`src/hdl/wavhp_pkg.sv`:
```
package wavhp_pkg;

   localparam int unsigned HDR_LEN   = 44;
   localparam int unsigned DIV_STEPS = 32;
   localparam int unsigned OFF_W     = 6;
   localparam int unsigned CNT_W     = $clog2(DIV_STEPS);

   localparam logic [OFF_W-1:0] OFF_RIFF     = 6'd3;
   localparam logic [OFF_W-1:0] OFF_WAVE     = 6'd11;
   localparam logic [OFF_W-1:0] OFF_FMT      = 6'd15;
   localparam logic [OFF_W-1:0] OFF_FMT_SIZE = 6'd19;
   localparam logic [OFF_W-1:0] OFF_FORMAT   = 6'd21;
   localparam logic [OFF_W-1:0] OFF_CHANNELS = 6'd23;
   localparam logic [OFF_W-1:0] OFF_RATE     = 6'd27;
   localparam logic [OFF_W-1:0] OFF_BYTERATE = 6'd31;
   localparam logic [OFF_W-1:0] OFF_ALIGN    = 6'd33;
   localparam logic [OFF_W-1:0] OFF_BITS     = 6'd35;
   localparam logic [OFF_W-1:0] OFF_DATA     = 6'd39;
   localparam logic [OFF_W-1:0] OFF_LAST     = 6'd43;

   localparam logic [31:0] TAG_RIFF = 32'h4646_4952;
   localparam logic [31:0] TAG_WAVE = 32'h4556_4157;
   localparam logic [31:0] TAG_FMT  = 32'h2074_6D66;
   localparam logic [31:0] TAG_DATA = 32'h6174_6164;
   localparam logic [31:0] FMT_SIZE = 32'd16;
   localparam logic [15:0] FMT_PCM  = 16'd1;

   typedef enum logic [3:0] {
      ST_OK         = 4'd0,
      ST_NO_RIFF    = 4'd1,
      ST_NO_WAVE    = 4'd2,
      ST_NO_FMT     = 4'd3,
      ST_FMT_SIZE   = 4'd4,
      ST_NOT_PCM    = 4'd5,
      ST_CHANNELS   = 4'd6,
      ST_ALIGN      = 4'd7,
      ST_NO_DATA    = 4'd8,
      ST_ZERO_ALIGN = 4'd9
   } status_type;

   typedef enum logic {
      S_PARSE,
      S_DIVIDE
   } state_type;

   typedef struct packed {
      logic take_byte;
      logic set_fail;
      logic start_div;
      logic div_step;
      logic set_ok;
   } cmd_type;

   typedef struct packed {
      logic fail;
      logic header_ok;
      logic div_last;
   } stat_type;

endpackage

```
`src/hdl/wavhp_ctrl.sv`:
```
module wavhp_ctrl
   import wavhp_pkg::*;
(
   input  logic     clock,
   input  logic     reset,
   input  logic     req_valid,
   output logic     req_ready,
   output logic     rsp_valid,
   input  logic     rsp_ready,
   input  stat_type stat,
   output cmd_type  cmd
);

   state_type state_ff, state_in;
   logic      rsp_valid_ff, rsp_valid_in;
   logic      accept;

   always_ff @(posedge clock) begin
      if (reset) begin
         state_ff     <= S_PARSE;
         rsp_valid_ff <= 1'b0;
      end else begin
         state_ff     <= state_in;
         rsp_valid_ff <= rsp_valid_in;
      end
   end

   assign req_ready = (state_ff == S_PARSE) && !rsp_valid_ff;
   assign rsp_valid = rsp_valid_ff;
   assign accept    = req_valid && req_ready;

   always_comb begin
      state_in     = state_ff;
      rsp_valid_in = rsp_valid_ff && !rsp_ready;
      cmd          = '0;
      unique case (state_ff)
         S_PARSE: begin
            if (accept) begin
               cmd.take_byte = 1'b1;
               if (stat.fail) begin
                  cmd.set_fail = 1'b1;
                  rsp_valid_in = 1'b1;
               end else if (stat.header_ok) begin
                  cmd.start_div = 1'b1;
                  state_in      = S_DIVIDE;
               end
            end
         end
         S_DIVIDE: begin
            cmd.div_step = 1'b1;
            if (stat.div_last) begin
               cmd.set_ok   = 1'b1;
               rsp_valid_in = 1'b1;
               state_in     = S_PARSE;
            end
         end
         default: state_in = S_PARSE;
      endcase
   end

endmodule

```
`src/hdl/wavhp_datapath.sv`:
```
module wavhp_datapath
   import wavhp_pkg::*;
(
   input  logic        clock,
   input  logic        reset,
   input  logic [7:0]  req_data_byte,
   input  logic        req_first,
   input  cmd_type     cmd,
   output stat_type    stat,
   output logic [3:0]  rsp_status,
   output logic [1:0]  rsp_channels,
   output logic [31:0] rsp_sample_rate,
   output logic [31:0] rsp_bytes_per_sec,
   output logic [15:0] rsp_block_align,
   output logic [15:0] rsp_sample_bits,
   output logic [31:0] rsp_data_bytes,
   output logic [31:0] rsp_total_frames
);

   logic [OFF_W-1:0] offset_ff, offset_in;
   logic             done_ff, done_in;
   logic [31:0]      shift_ff, shift_in;
   logic [1:0]       chan_ff, chan_in;
   logic [31:0]      rate_ff, rate_in;
   logic [31:0]      brate_ff, brate_in;
   logic [15:0]      align_ff, align_in;
   logic [15:0]      bits_ff, bits_in;
   status_type       status_ff, status_in;
   status_type       fail_code;
   logic [31:0]      quot_ff, quot_in;
   logic [15:0]      rem_ff, rem_in;
   logic [CNT_W-1:0] cnt_ff, cnt_in;

   logic [OFF_W-1:0] eff_off;
   logic             active;
   logic [31:0]      new_shift;
   logic [15:0]      half;
   logic [17:0]      prod;
   logic [16:0]      trial;
   logic [16:0]      diff;
   logic             ok;

   always_ff @(posedge clock) begin
      if (reset) begin
         offset_ff <= '0;
         done_ff   <= 1'b1;
         status_ff <= ST_OK;
         cnt_ff    <= '0;
      end else begin
         offset_ff <= offset_in;
         done_ff   <= done_in;
         status_ff <= status_in;
         cnt_ff    <= cnt_in;
      end
   end

   always_ff @(posedge clock) begin
      shift_ff <= shift_in;
      chan_ff  <= chan_in;
      rate_ff  <= rate_in;
      brate_ff <= brate_in;
      align_ff <= align_in;
      bits_ff  <= bits_in;
      quot_ff  <= quot_in;
      rem_ff   <= rem_in;
   end

   assign eff_off   = req_first ? '0 : offset_ff;
   assign active    = (req_first || !done_ff) && (eff_off < OFF_W'(HDR_LEN));
   assign new_shift = {req_data_byte, shift_ff[31:8]};
   assign half      = new_shift[31:16];
   assign prod      = ({2'b00, half} & {18{chan_ff[0]}})
                    + ({1'b0, half, 1'b0} & {18{chan_ff[1]}});

   always_comb begin
      stat      = '0;
      fail_code = ST_OK;
      if (active) begin
         unique case (eff_off)
            OFF_RIFF:     if (new_shift != TAG_RIFF) fail_code = ST_NO_RIFF;
            OFF_WAVE:     if (new_shift != TAG_WAVE) fail_code = ST_NO_WAVE;
            OFF_FMT:      if (new_shift != TAG_FMT) fail_code = ST_NO_FMT;
            OFF_FMT_SIZE: if (new_shift != FMT_SIZE) fail_code = ST_FMT_SIZE;
            OFF_FORMAT:   if (half != FMT_PCM) fail_code = ST_NOT_PCM;
            OFF_CHANNELS: if (half != 16'd1 && half != 16'd2) fail_code = ST_CHANNELS;
            OFF_BITS:     if (align_ff != {1'b0, prod[17:3]}) fail_code = ST_ALIGN;
            OFF_DATA:     if (new_shift != TAG_DATA) fail_code = ST_NO_DATA;
            OFF_LAST: begin
               if (align_ff == '0) fail_code = ST_ZERO_ALIGN;
               else stat.header_ok = 1'b1;
            end
            default: fail_code = ST_OK;
         endcase
      end
      stat.fail     = (fail_code != ST_OK);
      stat.div_last = (cnt_ff == CNT_W'(DIV_STEPS - 1));
   end

   always_comb begin
      offset_in = offset_ff;
      done_in   = done_ff;
      shift_in  = shift_ff;
      chan_in   = chan_ff;
      rate_in   = rate_ff;
      brate_in  = brate_ff;
      align_in  = align_ff;
      bits_in   = bits_ff;
      if (cmd.take_byte) begin
         if (req_first) begin
            offset_in = '0;
            done_in   = 1'b0;
         end
         if (active) begin
            shift_in  = new_shift;
            offset_in = eff_off + 1'b1;
            done_in   = stat.fail || stat.header_ok;
            unique case (eff_off)
               OFF_CHANNELS: chan_in  = half[1:0];
               OFF_RATE:     rate_in  = new_shift;
               OFF_BYTERATE: brate_in = new_shift;
               OFF_ALIGN:    align_in = half;
               OFF_BITS:     bits_in  = half;
               default:      ;
            endcase
         end
      end
   end

   assign trial = {rem_ff, quot_ff[31]};
   assign diff  = trial - {1'b0, align_ff};

   always_comb begin
      quot_in = quot_ff;
      rem_in  = rem_ff;
      cnt_in  = cnt_ff;
      if (cmd.start_div) begin
         quot_in = new_shift;
         rem_in  = '0;
         cnt_in  = '0;
      end else if (cmd.div_step) begin
         cnt_in = cnt_ff + 1'b1;
         if (!diff[16]) begin
            rem_in  = diff[15:0];
            quot_in = {quot_ff[30:0], 1'b1};
         end else begin
            rem_in  = trial[15:0];
            quot_in = {quot_ff[30:0], 1'b0};
         end
      end
   end

   always_comb begin
      status_in = status_ff;
      if (cmd.set_fail) status_in = fail_code;
      else if (cmd.set_ok) status_in = ST_OK;
   end

   assign ok                = (status_ff == ST_OK);
   assign rsp_status        = status_ff;
   assign rsp_channels      = ok ? chan_ff  : '0;
   assign rsp_sample_rate   = ok ? rate_ff  : '0;
   assign rsp_bytes_per_sec = ok ? brate_ff : '0;
   assign rsp_block_align   = ok ? align_ff : '0;
   assign rsp_sample_bits   = ok ? bits_ff  : '0;
   assign rsp_data_bytes    = ok ? shift_ff : '0;
   assign rsp_total_frames  = ok ? quot_ff  : '0;

endmodule

```
`src/hdl/wav_header_parser_top.sv`:
```
// Header bytes are taken one per cycle while ready; a failed check gives its result the cycle after
// the byte that completes the field.
// A good header runs a restoring divider after byte 44; the result follows it.
// No bytes are taken while the divider runs or while a result waits to be taken.
// Synchronous active-high reset; after reset bytes are ignored until one flagged first.
module wav_header_parser_top
   import wavhp_pkg::*;
(
   input  logic        clock,
   input  logic        reset,
   input  logic        req_valid,
   output logic        req_ready,
   input  logic [7:0]  req_data_byte,
   input  logic        req_first,
   output logic        rsp_valid,
   input  logic        rsp_ready,
   output logic [3:0]  rsp_status,
   output logic [1:0]  rsp_channels,
   output logic [31:0] rsp_sample_rate,
   output logic [31:0] rsp_bytes_per_sec,
   output logic [15:0] rsp_block_align,
   output logic [15:0] rsp_sample_bits,
   output logic [31:0] rsp_data_bytes,
   output logic [31:0] rsp_total_frames
);

   cmd_type  cmd;
   stat_type stat;

   wavhp_ctrl u_ctrl (
      .clock     (clock),
      .reset     (reset),
      .req_valid (req_valid),
      .req_ready (req_ready),
      .rsp_valid (rsp_valid),
      .rsp_ready (rsp_ready),
      .stat      (stat),
      .cmd       (cmd)
   );

   wavhp_datapath u_datapath (
      .clock             (clock),
      .reset             (reset),
      .req_data_byte     (req_data_byte),
      .req_first         (req_first),
      .cmd               (cmd),
      .stat              (stat),
      .rsp_status        (rsp_status),
      .rsp_channels      (rsp_channels),
      .rsp_sample_rate   (rsp_sample_rate),
      .rsp_bytes_per_sec (rsp_bytes_per_sec),
      .rsp_block_align   (rsp_block_align),
      .rsp_sample_bits   (rsp_sample_bits),
      .rsp_data_bytes    (rsp_data_bytes),
      .rsp_total_frames  (rsp_total_frames)
   );

`ifndef SYNTHESIS
   a_no_take_while_pending: assert property (@(posedge clock) disable iff (reset)
      !(req_ready && rsp_valid))
      else $error("byte taken while result pending");

   a_no_take_while_dividing: assert property (@(posedge clock) disable iff (reset)
      cmd.div_step |-> !req_ready)
      else $error("byte taken while dividing");

   a_fail_zero_fields: assert property (@(posedge clock) disable iff (reset)
      (rsp_valid && rsp_status != ST_OK) |->
         (rsp_channels == '0 && rsp_block_align == '0 && rsp_total_frames == '0))
      else $error("failed result carries nonzero fields");

   a_ok_has_align: assert property (@(posedge clock) disable iff (reset)
      (rsp_valid && rsp_status == ST_OK) |->
         (rsp_block_align != '0 && (rsp_channels == 2'd1 || rsp_channels == 2'd2)))
      else $error("good result with bad align or channels");
`endif

endmodule
```
`config.mk`:
```
export PLATFORM = sky130hd
export DESIGN_NAME = wav_header_parser_top
export DESIGN_NICKNAME = d
export VERILOG_FILES = /design/src/hdl/wavhp_pkg.sv /design/src/hdl/wavhp_ctrl.sv /design/src/hdl/wavhp_datapath.sv /design/src/hdl/wav_header_parser_top.sv
export SDC_FILE = /design/constraint.sdc
export NUM_CORES = 1
export LEC_CHECK = 0
export BUFFER_PORTS_ARGS = -buffer_cell sky130_fd_sc_hd__clkbuf_2
export CORE_MARGIN = 8
export CORE_UTILIZATION = 45
export DETAILED_ROUTE_END_ITERATION = 12
export PLACE_DENSITY = 0.73
export SETUP_SLACK_MARGIN = 0.15
export SLEW_MARGIN = 20
export SYNTH_ARGS = -nofsm -noshare
export SYNTH_HDL_FRONTEND = slang
export SYNTH_SLANG_ARGS = --single-unit
```
`constraint.sdc`:
```
create_clock -name clock -period 5.2 [get_ports clock]
set_clock_uncertainty 0.05 [all_clocks]
set_input_delay 0 -clock clock [delete_from_list [all_inputs] [get_ports clock]]
set_output_delay 0 -clock clock [all_outputs]
set_load 0.05 [all_outputs]
```
[Word-level counts from Yosys, hierarchy flattened]
Cells that the tools add are included.
Cells by class
  add/subtract/negate cells: 4
  $lt $le $gt $ge: 1
  equal/unequal tests: 21
  mux-type cells: 45
  bitwise logic cells: 3
  reductions and logical operators: 24
Operators by type and width (count)
  32-bit 2-to-1 mux: 6
  32-bit by 31-bit inequality test with 1-bit output (second input constant): 3
  16-bit 2-to-1 mux: 3
  4-bit one-hot mux with 9 select lines: 1
  32-bit by 30-bit inequality test with 1-bit output (second input constant): 1
  32-bit by 5-bit inequality test with 1-bit output (second input constant): 1
  6-bit by 5-bit equality test with 1-bit output (second input constant): 5
  6-bit equality test (second input constant): 4
  4-bit 2-to-1 mux: 5
  18-bit adder: 1
  16-bit by 18-bit bitwise AND with 18-bit output: 1
  17-bit by 18-bit bitwise AND with 18-bit output: 1
  3-bit 2-to-1 mux: 6
  17-bit by 16-bit subtractor with 17-bit output: 1
  16-bit zero test: 1
  1-bit 2-to-1 mux: 16
  16-bit by 1-bit inequality test with 1-bit output (second input constant): 1
  16-bit by 15-bit inequality test with 1-bit output: 1
  16-bit by 2-bit inequality test with 1-bit output (second input constant): 1
  3-bit AND reduction: 5
  6-bit by 4-bit equality test with 1-bit output (second input constant): 2
  6-bit 2-to-1 mux: 2
  2-bit 2-to-1 mux: 4
  6-bit by 1-bit adder with 6-bit output (second input constant): 1
  other kinds (14): 25
Storage, ports and cells
  flip-flop bits (word level): 196
  input port bits: 13
  output and inout bits: 168

[Depth between registers and ports, before layout]
  word-level depth: 11
  gate-level depth with buffers: 15
  depth with buffers taken out: 12

[Modules after synthesis]
From an unflattened synthesis, not the netlist that was laid out.
Second synthesis, totals
  cell total of the unflattened synthesis: 962
  area total of the unflattened synthesis: 10623.9 sq um
Modules (own cells, without submodules)
  wavhp_datapath: times used 1, cells each 947, area an instance 10495.1 sq um, sequential area each 5505.3 sq um
  wavhp_ctrl: times used 1, cells each 15, area an instance 128.9 sq um, sequential area each 40.0 sq um

[Worst setup path after synthesis]
OpenSTA, ideal clock, no wires.
  kind: flip-flop to flip-flop
  start point: register u_ctrl.rsp_valid_ff (netlist: u_ctrl.rsp_valid)
  end point: register u_datapath.rate_ff[0] (enable)
  library setup time: 0.501 ns
  arrival time: 5.130 ns
  setup slack: -0.481 ns
  cell stages (with the launch flop): 6
  clock period less this slack: 5.681 ns
  cell sequence: dfxtp_1 -> nor2_1 -> and2_1 -> clkbuf_1 -> o21ai_0 -> nor4_1
On the way
  word-level cells in the longest chain between the ends: 6
RTL lines
  from (decl): RTL line wavhp_ctrl.sv:15  | logic rsp_valid_ff, rsp_valid_in;
  from (signal assigned): RTL line wavhp_ctrl.sv:24  | rsp_valid_ff <= rsp_valid_in;
  1-bit zero test: RTL line wavhp_ctrl.sv:28  | assign req_ready = (state_ff == S_PARSE) && !rsp_valid_ff;
  1-bit logical AND: RTL line wavhp_ctrl.sv:28
  named net req_ready: RTL line wav_header_parser_top.sv:12  | output logic req_ready,
  1-bit logical AND: RTL line wavhp_ctrl.sv:30  | assign accept = req_valid && req_ready;
  3-bit 2-to-1 mux: RTL line wavhp_ctrl.sv:38  | if (accept) begin
  3-bit 2-to-1 mux: RTL line wavhp_ctrl.sv:36  | unique case (state_ff)
  3-bit AND reduction (no source line)
  to (signal assigned): RTL line wavhp_datapath.sv:60  | rate_ff <= rate_in;
  to (decl): RTL line wavhp_datapath.sv:24  | logic [31:0] rate_ff, rate_in;
The timed path passes the listed nets, and every way through them passes these cells.
A chain may end at the register's enable or synchronous reset.

[Worst setup path in the final report]
  start point: register u_datapath.chan_ff[1]
  end point: register u_ctrl.rsp_valid_ff (netlist: u_ctrl.rsp_valid)
On the way
  word-level cells in the longest chain between the ends: 10
RTL lines
  from (decl): RTL line wavhp_datapath.sv:23  | logic [1:0] chan_ff, chan_in;
  from (signal assigned): RTL line wavhp_datapath.sv:59  | chan_ff <= chan_in;
  17-bit by 18-bit bitwise AND with 18-bit output: RTL line wavhp_datapath.sv:73  | + ({1'b0, half, 1'b0} & {18{chan_ff[1]}});
  18-bit adder: RTL line wavhp_datapath.sv:73
  16-bit by 15-bit inequality test with 1-bit output: RTL line wavhp_datapath.sv:86  | OFF_BITS: if (align_ff != {1'b0, prod[17:3]}) fail_code = ST_ALIGN;
  3-bit 2-to-1 mux: RTL line wavhp_datapath.sv:86
  4-bit one-hot mux with 9 select lines: RTL line wavhp_datapath.sv:79  | unique case (eff_off)
  4-bit 2-to-1 mux: RTL line wavhp_datapath.sv:78  | if (active) begin
  4-bit nonzero test: RTL line wavhp_datapath.sv:95  | stat.fail = (fail_code != ST_OK);
  1-bit 2-to-1 mux: RTL line wavhp_ctrl.sv:40  | if (stat.fail) begin
  1-bit 2-to-1 mux: RTL line wavhp_ctrl.sv:38
  1-bit one-hot mux with 2 select lines: RTL line wavhp_ctrl.sv:36
Every way passes these cells.

==> metrics.txt <==
status completed; pwr dens 262 mW/mm²; commonest cells in the synthesized netlist and2_1 (194), edfxtp_1 (162), nand2_1 (54); nets 1189; slew margin rel. 35.4%; Syn Area/Cell 10.9 µm²; Storage cell area 0.00555 mm²; Yosys cell types 67; Via Count 8167; total setup buffers inserted after CTS 0; Leak 4.85 nW; first-pass GRT wire length 46100 µm; htree depth 4; DR pass1 iterations 5; DIE HEIGHT 169 µm; share of cells above drive strength 1 24.0%; Root Driver clkbuf_16; synthesized cell area 0.0105 mm²; initial core utilization 45.3%; GRT Util Overall 20.6%; Clock Sinks 196; Peak VDD IR 0.000210 V; most numerous cell in the Yosys netlist and2_1; Area contributors post-synth edfxtp_1 (46%), and2_1 (12%), dfxtp_1 (6.5%); unrepaired setup endpoints after global routing false; Async SR Flop Fraction 0%; DP HPWL 20600 µm; n_diodes 0; MaxCap Viol Count 0; final wirelength 29700 µm; Die Wd 169 µm; Rows 56; sequential fraction of the synthesis area 52.6%; wire length per cell 20.2 µm; Final Setup Violations 0; Initial DRC Count 771; startpoint types register; Max Freq 237 MHz; Synthesized Nets 1015; initial antenna violation count 0; vias per inst 5.54; fin. max-slew vios 0; Final Hold Viols 0; Routability Congestion 0.904; WP data arrival 4.49 ns; area leader, netlist edfxtp_1; Slew @ Worst Pin 0.969 ns; maximum clock path buffer count 2; DRC errors left 0; hold path cells 1; CTS tree built; Worst Path Class, Setup reg2reg; core region area 0.0233 mm²; Yosys warnings 0; Routed Antenna Nets 0; Reg clk slew, reported paths 0.08 ns; Tcrit/Tclk final 81.1%; Overflow after GRT 0; TritonCTS Buffers 17; I/O Buffers 180; I/O pins 181; final setup TNS 0 ns; Tmin final 4.21 ns; worst-path fanout max 16; CP required 5.48 ns; Post-synth EDFFs 162; clk_lat worst skew 0.45 ns; P&R area growth vs syn 18.7%; area of the multi-input gates 0.00474 mm²; Gate Count Post-Synth 967; pin count of the biggest net entering global routing 83; hold crit path type in2reg; Min Hold Slack 0.0163 ns; Worst Reg-to-Reg Cells 12; vias in the first global route 7903; synthesis-stage register bit count 196; # fillers 2040; Die Area 0.0286 mm²; top_reg_cell synth edfxtp_1; Setup crit end kind register; Synth top area share 46.2%
worst max-delay path, cell delays in order, from the launching register on:
cell           delay (ns)
edfxtp_1             0.59
and2_1               0.24
ha_1                 0.40
a21o_1               0.25
a221o_1              0.36
nor4_1               0.27
nand3_1              0.11
nor4b_1              0.34
nor4b_2              0.32
and4_1               0.36
o22a_1               0.20
o31ai_1              0.06
dlygate4sd3_1        0.56
sequential cells by signal (all words and copies together) (netlist names):
name / count
u_datapath.shift_ff: 32
u_ctrl.state_ff: 1
u_datapath.quot_ff: 32
u_datapath.brate_ff: 32
u_datapath.bits_ff: 16
u_datapath.rem_ff: 16
u_datapath.rsp_status: 4
u_ctrl.rsp_valid: 1
u_datapath.done_ff: 1
u_datapath.offset_ff: 6
u_datapath.cnt_ff: 5
u_datapath.align_ff: 16
u_datapath.chan_ff: 2
u_datapath.rate_ff: 32
cell type report:
class	instances	area share (%)
Timing Repair Buffer	204	8.91
Inverter	25	0.750
Sequential cell	196	44.3
Tap cell	319	3.19
Multi-Input combinational cell	697	37.9
Clock buffer	17	3.40
Clock inverter	15	1.50
routing by layer:
metal	track usage, %	share of wire [%]	vias to the layer above
met3	4.47	7.2	23
met2	34.2	49	319
met4	5.04	1.1	0
li1	-	-	3846
met1	27.1	43	3979
met5	0	0	-
logic make-up (layout without fill, tap and decap cells):
kind of cell / after synthesis / in the layout / share of synthesized area, %
buffers and inverters: 74 / 261 / 2.79
flip-flops: 196 / 196 / 52.6
multiplexers: 41 / 41 / 4.46
XOR/XNOR: 32 / 32 / 2.66
adder cells (fa/ha/maj): 35 / 35 / 4.23
AND/OR/NAND/NOR: 439 / 439 / 23.6
AO/OA/AOI/OAI: 150 / 150 / 9.60
path summary, 6_finish.rpt:
kind / start / end / slack [ns]
hold reg to reg: u_datapath.offset_ff[0] / u_datapath.offset_ff[0] / 0.46
setup / recovery: u_datapath.chan_ff[1] / u_ctrl.rsp_valid / 0.99
hold / removal: req_data_byte[5] / u_datapath.rate_ff[29] / 0.02
setup reg to reg: u_datapath.chan_ff[1] / u_ctrl.rsp_valid / 0.99
stage by stage:
| stage | instance area (µm²) | std cells | power (W) | setup slack [ns] | util [%] |
|---|---|---|---|---|---|
| after floorplan | 10500 | 967 | 0.00188 | 0.673 | - |
| after global placement | 11800 | 1429 | 0.00195 | 1.60 | 50.6 |
| after detailed placement | 11800 | 1429 | 0.00195 | 1.51 | 50.6 |
| after CTS | 12500 | 1472 | 0.00330 | 1.02 | 53.7 |
| after global routing | 12500 | 1473 | 0.00337 | 0.708 | 53.8 |
| final | 12500 | 1473 | 0.00328 | 0.985 | 53.8 |
power by group:
group / leakage (nW) / internal (W) / switching, W
combinational: 2.77 / 0.0000542 / 0.000132
clock: 0.294 / 0.000664 / 0.000689
sequential: 1.78 / 0.00171 / 0.0000307
total: 4.85 / 0.00243 / 0.000851
layout by cell type (no fill, tap or decap), types with 12 or more instances in the layout:
cell and n:
ha_1 34, nor4_1 14, edfxtp_1 162, nand3_1 27, o21ai_0 26, inv_1 25, and2_1 194, a21oi_1 38
nor2_1 46, nor3_1 25, mux2_2 34, nand2_1 54, clkbuf_16 17, dfxtp_1 34, xnor2_1 23, o211ai_1 19
clkbuf_2 180, buf_4 12
repair_timing:
| action | CTS | global route |
|---|---|---|
| setup endpoints to repair | 0 | 0 |
| gates resized for setup | 0 | 0 |
| hold buffers | 11 | 0 |
| endpoints found under the hold margin | 45 | 0 |
(Power assumes the default switching activity.)
